[src/hw/rtl/cdd_pkg.sv]
// cdd_pkg: shared types and constants for the code distance diagram block
// request and result payloads, cell link type, command codes
// no dependencies
package cdd_pkg;

    localparam int MAX_BITS = 12;
    localparam int HALF_BITS = MAX_BITS / 2;
    localparam int LEN_W = 4;
    localparam int DIST_W = 4;
    localparam int IDX_W = 11;

    typedef enum logic [1:0] {
        FUNC_CLEAR = 2'd0,
        FUNC_LOAD  = 2'd1,
        FUNC_QUERY = 2'd2,
        FUNC_NONE  = 2'd3
    } func_t;

    typedef struct packed {
        logic [1:0]          func;
        logic [MAX_BITS-1:0] word;
    } cmd_t;

    typedef struct packed {
        logic [HALF_BITS-1:0] row;
        logic [HALF_BITS-1:0] column;
        logic [DIST_W-1:0]    distance;
        logic [IDX_W-1:0]     codeword_index;
    } res_t;

    // one codeword travelling down the compare chain
    typedef struct packed {
        logic                valid;
        logic [MAX_BITS-1:0] cw;
        logic [DIST_W-1:0]   dsum;
    } link_t;

endpackage

[src/hw/rtl/cdd_cell.sv]
// cdd_cell: one bit position of the compare chain
// holds one query bit, adds its mismatch to the running distance
// depends on cdd_pkg
module cdd_cell
(
    input  logic          clk,
    input  logic          rst_n,
    input  logic          load,
    input  logic          q_bit,
    input  logic          en_bit,
    input  cdd_pkg::link_t link_in,
    output cdd_pkg::link_t link_out
);

    logic                         q_bit_reg;
    logic                         en_bit_reg;
    logic                         valid_reg;
    logic [cdd_pkg::MAX_BITS-1:0] cw_reg;
    logic [cdd_pkg::DIST_W-1:0]   dsum_reg;
    cdd_pkg::link_t               out_next;
    logic                         miss;

    always_comb
    begin
        miss = (link_in.cw[0] ^ q_bit_reg) & en_bit_reg;
        out_next.valid = link_in.valid;
        // shift so the next cell always looks at bit 0
        out_next.cw = link_in.cw >> 1;
        out_next.dsum = link_in.dsum + cdd_pkg::DIST_W'(miss);
    end

    always_ff @(posedge clk or negedge rst_n)
    begin
        if (!rst_n)
        begin
            valid_reg <= 1'b0;
        end
        else
        begin
            valid_reg <= out_next.valid;
        end
    end

    always_ff @(posedge clk)
    begin
        cw_reg <= out_next.cw;
        dsum_reg <= out_next.dsum;
        if (load)
        begin
            q_bit_reg <= q_bit;
            en_bit_reg <= en_bit;
        end
    end

    assign link_out.valid = valid_reg;
    assign link_out.cw = cw_reg;
    assign link_out.dsum = dsum_reg;

endmodule

[config.mk]
export PLATFORM = sky130hd
export DESIGN_NAME = cdd_cell
export DESIGN_NICKNAME = d
export VERILOG_FILES = /design/src/hw/rtl/cdd_pkg.sv /design/src/hw/rtl/cdd_cell.sv
export SDC_FILE = /design/constraint.sdc
export NUM_CORES = 1
export LEC_CHECK = 0
export BUFFER_PORTS_ARGS = -buffer_cell sky130_fd_sc_hd__buf_2
export CAP_MARGIN = 10
export CORE_MARGIN = 5
export CORE_UTILIZATION = 35
export DETAILED_ROUTE_END_ITERATION = 12
export PLACE_DENSITY = 0.71
export SLEW_MARGIN = 20
export SYNTH_ARGS = -nofsm -noshare
export SYNTH_HDL_FRONTEND = slang
export SYNTH_SLANG_ARGS = --single-unit
[constraint.sdc]
create_clock -name clk -period 1.8 [get_ports clk]
set_clock_uncertainty 0.1 [all_clocks]
set_input_delay 0.18 -clock clk [delete_from_list [all_inputs] [get_ports clk]]
set_output_delay 0.18 -clock clk [all_outputs]
set_load 0.02 [all_outputs]
==> run summary, run 1 <==
via count -> 417
cts bufs inserted -> 3
grt total ovfl -> 0
period utilization -> 80.12%
final count of pins violating max slew -> 0
CP max-delay cell -> edfxtp_1
sequential cell area -> 385.4 sq um
leakage power -> 0.0004305 uW
worst-path fanout max -> 2
clk_lat worst skew -> 0.29 ns
register area share after synthesis -> 82.57%
RSZ-0062 raised after global routing -> false
CTS tree -> yes
# diodes -> 0
Setup WS pre-CTS -> 0.3669 ns
hold depth -> 2
fillers -> 103
Total GRT Usage -> 14.21%
power per cell area -> 886.1 nW/um^2
core area -> 1285 sq um
Switching Power -> 186.2 uW
largest net degree at the start of global routing -> 11
Final Hold Fails -> 0
RR Startpoint -> q_bit_reg$_DFFE_PP_
clock-pin slew on the worst setup and hold paths -> 0.11 ns
Post-Synthesis Cells -> 28
status -> finished clean
Arrival @ worst endpoint -> 1.54 ns
post-DR wirelength/cell -> 12.89 microns
worst reg2reg path endpoint -> dsum_reg[2]$_DFF_P_
Max Clk Rate -> 0.6934 GHz
antenna-violating nets left -> 0
cell-internal power -> 577.6 uW
WL final -> 1289 microns
Hold Crit Start -> link_in[0]
max reg flops -> 11
Die Width -> 46.52 microns
post-placement cell count -> 78
Initial DRT Pass Iterations -> 2
# Max-Cap Violations -> 0
Via density -> 4.170
combinational power share -> 16.2%
syn_nets -> 52
Synth Cell Area -> 466.7 sq um
HP Class -> primary input to flop
Cell variety after synth -> 10
met1 Track Usage GR -> 12.80%
post_cts resized -> 0
maximum VDD drop -> 0.5360 mV
crit path launch type -> flop
placer congestion estimate -> 0.6874
clock root buffer -> clkbuf_4
Worst EP required -> 1.90 ns
area of the multi-input gates -> 66.31 sq um
DRC Markers -> 0
gr busiest metal -> met2
nets@finish -> 110
Sinks on Clock Net -> 18
area grow syn2layout -> 84.72%
met2 GRT Util -> 24.18%
Die Y -> 46.52 microns
critical path type -> flop to flop
Initial Util -> 36.32%
Buffers on Ports -> 37
number of synthesis warnings -> 0
die area -> 2164 sq um
FF+latch count, synth -> 18
Rows -> 13
Seq pwr share -> 57.6%
Critical Path End Type -> flop
setup violators final -> 0
worst stage delay on the critical path -> 0.40 ns
Tmin final -> 1.442 ns
# IOs -> 39
Initial DRC Count -> 1
grt met3 use -> 8.203%
setup TNS -> 0 ns
worst path cell trace -> xor2_1, and2_1, ha_1, ha_1, xor2_1
Reg2Reg Setup Slack -> 0.36 ns
CTS max path bufs -> 2
final setup margin -> 0.3578 ns
total power -> 763.9 uW
worst hold endpoint -> dsum_reg[0]$_DFF_P_
Layout Cells excl Fill -> 100
worst hold margin -> 0.004887 ns
layout cell share with drive strength beyond 1 -> 47.06%
Reg2Reg Depth -> 5
clock power share -> 26.2%
vias in the first global route -> 498
first-pass GRT wire length -> 2056 microns
Sw Share -> 24.38%
syn avg cell area -> 16.67 sq um
H-tree depth -> 1
antenna violations before repair -> 0
-- metrics by stage --
step	util, %	instance area (sq um)
floorplan	-	466.7
global placement	51.02	655.6
detailed placement	51.02	655.6
CTS	67.09	862.1
global route	67.09	862.1
finish	67.09	862.1
-- cell type report --
| class | instances | area share, % |
|---|---|---|
| sequential | 18 | 44.70 |
| timing repair buffer | 55 | 42.38 |
| multi-input combinational | 8 | 7.692 |
| clock buffer | 3 | 2.612 |
| tap | 15 | 2.177 |
| clock inverter | 1 | 0.4354 |
-- power groups by stage --
stage / combinational (uW) / clock, uW / sequential, uW
6_report: 124 / 200 / 440
5_1_grt: 134 / 222 / 443
3_5_place_dp: 92.9 / 0 / 449
2_1_floorplan: 15.9 / 0 / 480
4_1_cts: 123 / 203 / 440
3_3_place_gp: 93.0 / 0 / 448
-- cell families (layout without fill, tap and decap cells) --
logic type | after synthesis | count (layout) | synth area share, %
xor+xnor | 3 | 3 | 5.631
fa+ha+maj | 2 | 2 | 5.361
buf+inv | 2 | 59 | 3.216
flops | 18 | 18 | 82.57
other cells | 1 | 1 | 0.8035
simple gates | 2 | 2 | 2.413
-- cell usage after synthesis --
cell | number | area [sq um]
conb_1 | 1 | 3.750
and2_1 | 1 | 6.260
ha_1 | 2 | 25.02
dfrtp_1 | 1 | 25.02
xor2_1 | 2 | 17.52
dfxtp_1 | 15 | 300.3
buf_4 | 2 | 15.01
nand3_1 | 1 | 5.000
xnor2_1 | 1 | 8.760
edfxtp_1 | 2 | 60.06
-- how the worst max path moves through the flow --
stage	slack, ns	startpoint	to	depth (start not counted)
after floorplan	0.41	q_bit_reg$_DFFE_PP_	dsum_reg[2]$_DFF_P_	5
after global placement	0.40	q_bit_reg$_DFFE_PP_	dsum_reg[2]$_DFF_P_	5
after detailed placement	0.37	q_bit_reg$_DFFE_PP_	dsum_reg[2]$_DFF_P_	5
after CTS	0.35	q_bit_reg$_DFFE_PP_	dsum_reg[2]$_DFF_P_	5
after global routing	0.30	q_bit_reg$_DFFE_PP_	dsum_reg[2]$_DFF_P_	5
final	0.36	q_bit_reg$_DFFE_PP_	dsum_reg[2]$_DFF_P_	5
-- cell usage in the layout, fill, tap and decap left out --
cell type	instances
clkinv_1	1
edfxtp_1	2
dfrtp_1	1
ha_1	2
buf_2	37
and2_1	1
xnor2_1	1
dlygate4sd3_1	18
conb_1	1
clkbuf_4	3
xor2_1	2
nand3_1	1
dfxtp_1	15
-- critical path, delay by kind of cell, from the launching register on --
family / cells / cell delay (ns)
AND/OR/NAND/NOR: 1 / 0.15
adder cells (fa/ha/maj): 2 / 0.38
XOR/XNOR: 2 / 0.32
flip-flops: 1 / 0.40
-- repair_timing --
item / CTS / global route
hold buffers: 18 / 0
buffers inserted: 0 / 0
endpoints found under the hold margin: 19 / 0
-- layer usage --
metal  share of wire [%]  wire [microns]  up-vias
met1                  37             477      180
li1                    -               -      200
met5                   0               0        -
met2                  43             558       35
met3                  19             240        2
met4                 1.0              13        0
Power figures use the tool's default switching activity.
==> run 2: changes to the inputs <==
--- a/config.mk
+++ b/config.mk
@@ -5,12 +5,14 @@
 export SDC_FILE = /design/constraint.sdc
 export NUM_CORES = 1
 export LEC_CHECK = 0
+export ABC_AREA = 1
 export BUFFER_PORTS_ARGS = -buffer_cell sky130_fd_sc_hd__buf_2
 export CAP_MARGIN = 10
+export CORE_ASPECT_RATIO = 1.1
 export CORE_MARGIN = 5
-export CORE_UTILIZATION = 35
+export CORE_UTILIZATION = 31
 export DETAILED_ROUTE_END_ITERATION = 12
-export PLACE_DENSITY = 0.71
+export PLACE_DENSITY = 0.66
 export SLEW_MARGIN = 20
 export SYNTH_ARGS = -nofsm -noshare
 export SYNTH_HDL_FRONTEND = slang
==> constraint.sdc (replaced) <==
create_clock -name clk -period 1.3 [get_ports clk]
set_clock_uncertainty 0.1 [all_clocks]
set_input_delay 0.13 -clock clk [delete_from_list [all_inputs] [get_ports clk]]
set_output_delay 0.13 -clock clk [all_outputs]
set_load 0.02 [all_outputs]
==> run 2 against run 1 <==
Net effect:
- synthesized area is 1.9% higher
- combinational power is 44% higher
- hold slack better by 0.043 ns
- final area is 5.7% higher
- sequential share of layout area is 2.4 points lower
- critical path depth stayed put
- critical path type unchanged
==> run summary, run 2 <==
worst reg2reg path endpoint -> dsum_reg[2]$_DFF_P_ (unchanged)
Top FF cell, synth -> dfxtp_1 (unchanged)
Initial DRC Count -> 0 (was 1)
sequential cell area -> 385.4 sq um (unchanged)
# diodes -> 0 (unchanged)
Critical Path End Type -> flop (unchanged)
# Max-Cap Violations -> 0 (unchanged)
final count of pins violating max slew -> 0 (unchanged)
Die Width -> 47.34 microns (was 46.52 microns)
Die Y -> 51.08 microns (was 46.52 microns)
CTS tree -> yes (unchanged)
Max Clk Rate -> 0.7746 GHz (was 0.6934 GHz)
area of the multi-input gates -> 78.83 sq um (was 66.31 sq um)
Arrival @ worst endpoint -> 1.38 ns (was 1.54 ns)
Post-Synthesis Cells -> 33 (was 28)
grt met3 use -> 4.561% (was 8.203%)
Final Hold Fails -> 0 (unchanged)
largest net degree at the start of global routing -> 11 (unchanged)
RSZ-0062 raised after global routing -> true (was false)
H-tree depth -> 1 (unchanged)
Post-synth EDFFs -> 2 (unchanged)
FF+latch count, synth -> 18 (unchanged)
cell-internal power -> 812.5 uW (was 577.6 uW)
Setup WS pre-CTS -> 0.03070 ns (was 0.3669 ns)
grt total ovfl -> 0 (unchanged)
top cells by area, synth -> dfxtp_1 (63%), edfxtp_1 (13%), dfrtp_1 (5.3%), ha_1 (5.3%), buf_4 (3.2%) (was dfxtp_1 (64%), edfxtp_1 (13%), dfrtp_1 (5.4%), ha_1 (5.4%), xor2_1 (3.8%))
Sw Share -> 23.42% (was 24.38%)
gr busiest metal -> met2 (unchanged)
met2 GRT Util -> 18.75% (was 24.18%)
max reg flops -> 11 (unchanged)
die area -> 2418 sq um (was 2164 sq um)
syn_nets -> 57 (was 52)
CTS max path bufs -> 2 (unchanged)
most numerous cell in the Yosys netlist -> dfxtp_1 (unchanged)
# IOs -> 39 (unchanged)
vias in the first global route -> 476 (was 498)
Yosys top cell by area -> dfxtp_1 (unchanged)
register area share after synthesis -> 81.05% (was 82.57%)
area grow syn2layout -> 91.58% (was 84.72%)
Post-CTS Setup Bufs -> 0 (unchanged)
combinational power share -> 16.8% (was 16.2%)
WL final -> 1186 microns (was 1289 microns)
Initial Util -> 33.51% (was 36.32%)
clock root buffer -> clkbuf_4 (unchanged)
Seq pwr share -> 57.3% (was 57.6%)
leakage power -> 0.0004562 uW (was 0.0004305 uW)
final setup margin -> 0.008978 ns (was 0.3578 ns)
syn avg cell area -> 14.41 sq um (was 16.67 sq um)
Cell variety after synth -> 12 (was 10)
crit path launch type -> flop (unchanged)
Switching Power -> 248.5 uW (was 186.2 uW)
antenna-violating nets left -> 0 (unchanged)
post-DR wirelength/cell -> 10.88 microns (was 12.89 microns)
maximum VDD drop -> 0.7227 mV (was 0.5360 mV)
cts bufs inserted -> 3 (unchanged)
Tmin final -> 1.291 ns (was 1.442 ns)
Rows -> 14 (was 13)
first-pass GRT wire length -> 1800 microns (was 2056 microns)
HP Class -> primary input to asynchronous set/reset pin (was primary input to flop)
period utilization -> 99.31% (was 80.12%)
number of synthesis warnings -> 0 (unchanged)
Worst EP required -> 1.38 ns (was 1.90 ns)
via count -> 440 (was 417)
Synth Cell Area -> 475.5 sq um (was 466.7 sq um)
Reg2Reg Depth -> 5 (unchanged)
clock power share -> 25.9% (was 26.2%)
most frequent cells in the layout -> buf_2 (37), dlygate4sd3_1 (20), dfxtp_1 (15) (was buf_2 (37), dlygate4sd3_1 (18), dfxtp_1 (15))
Buffers on Ports -> 37 (unchanged)
placer congestion estimate -> 0.6622 (was 0.6874)
Via density -> 4.037 (was 4.170)
status -> finished clean (unchanged)
Reg2Reg Setup Slack -> 0.009 ns (was 0.36 ns)
fillers -> 111 (was 103)
setup violators final -> 0 (unchanged)
Total GRT Usage -> 10.81% (was 14.21%)
layout cell share with drive strength beyond 1 -> 46.24% (was 47.06%)
Initial DRT Pass Iterations -> 1 (was 2)
ys async rst share -> 5.556% (unchanged)
setup TNS -> 0 ns (unchanged)
leading cell type in the layout, fill and taps excluded -> buf_2 (unchanged)
nets@finish -> 118 (was 110)
top cell type's share of synthesized area -> 63.16% (was 64.34%)
clk_lat worst skew -> 0.28 ns (was 0.29 ns)
worst-path fanout max -> 2 (unchanged)
DRC Markers -> 0 (unchanged)
list of most frequent post-synthesis cells -> dfxtp_1 (15), nand2_1 (4) (was dfxtp_1 (15), buf_4 (2), edfxtp_1 (2), ha_1 (2), xor2_1 (2))
total power -> 1061 uW (was 763.9 uW)
critical path type -> flop to flop (unchanged)
antenna violations before repair -> 0 (unchanged)
clock-pin slew on the worst setup and hold paths -> 0.09 ns (was 0.11 ns)
core area -> 1419 sq um (was 1285 sq um)
RR Startpoint -> q_bit_reg$_DFFE_PP_ (unchanged)
met1 Track Usage GR -> 9.091% (was 12.80%)
power per cell area -> 1165 nW/um^2 (was 886.1 nW/um^2)
Sinks on Clock Net -> 18 (unchanged)
run 2: cell count changes after synthesis:
| cell | delta |
|---|---|
| and2_1 | -1 |
| xor2_1 | -1 |
| nand2_1 | +4 |
| inv_1 | +1 |
| nand4_1 | +1 |
| xnor2_1 | -1 |
| nor2_1 | +2 |
run 2: critical path, cell delays in order (launching register included):
cell and delay [ns]:
edfxtp_1 0.40, nor2_1 0.12, nor2_1 0.05, ha_2 0.19, ha_1 0.18, xor2_1 0.15
run 2: cell families (layout without fill, tap and decap cells):
| logic type | Yosys count | after routing | share of synthesized area [%] |
|---|---|---|---|
| buf+inv | 3 | 63 | 3.946 |
| simple gates | 8 | 8 | 7.105 |
| flops | 18 | 18 | 81.05 |
| fa+ha+maj | 2 | 2 | 5.262 |
| other cells | 1 | 1 | 0.7887 |
| xor+xnor | 1 | 1 | 1.842 |
run 2: how the worst max path moves through the flow:
stage | cells after the start | startpoint | end | slack [ns]
global placement | 5 | q_bit_reg$_DFFE_PP_ | dsum_reg[2]$_DFF_P_ | 0.05
finish | 5 | q_bit_reg$_DFFE_PP_ | dsum_reg[2]$_DFF_P_ | 0.009
detailed placement | 5 | q_bit_reg$_DFFE_PP_ | dsum_reg[2]$_DFF_P_ | 0.03
CTS | 5 | q_bit_reg$_DFFE_PP_ | dsum_reg[2]$_DFF_P_ | 0.001
global route | 8 | q_bit_reg$_DFFE_PP_ | dsum_reg[3]$_DFF_P_ | -0.07
floorplan | 5 | q_bit_reg$_DFFE_PP_ | dsum_reg[2]$_DFF_P_ | 0.05
run 2: metrics by stage:
step	cell area, sq um	hold slack (ns)	utilization (%)	cells
global placement	673.1	-0.1959	47.44	85
global route	910.9	0.03461	64.20	109
finish	910.9	0.04782	64.20	109
CTS	899.6	0.02318	63.40	109
floorplan	475.5	-0.2656	-	33
detailed placement	673.1	-0.1937	47.44	85
run 2: layer usage:
| metal | wire [microns] | part of all wire [%] | vias to the layer above |
|---|---|---|---|
| met2 | 594 | 50 | 28 |
| met5 | 0 | 0 | - |
| met3 | 168 | 14 | 2 |
| met4 | 8 | 0.67 | 0 |
| li1 | - | - | 220 |
| met1 | 415 | 35 | 190 |
run 2: what timing repair did:
action / CTS / global route
gates resized for setup: 0 / 3
hold endpoints to repair: 21 / 0
endpoints found under the setup margin: 0 / 2
hold buffers: 20 / 0
run 2: layout make-up:
cell class | count | area share [%]
repair buffers | 58 | 43.54
clock buffers | 4 | 2.885
flip-flops and latches | 18 | 42.31
well taps | 16 | 2.198
multi-input cells | 12 | 8.654
inverters | 1 | 0.4121
run 2: power groups by stage:
stage	clock network (uW)	registers [uW]	logic, uW
2_1_floorplan	0	663	22.3
3_3_place_gp	0	619	127
4_1_cts	287	608	175
6_report	275	608	178
3_5_place_dp	0	621	129
5_1_grt	314	612	193
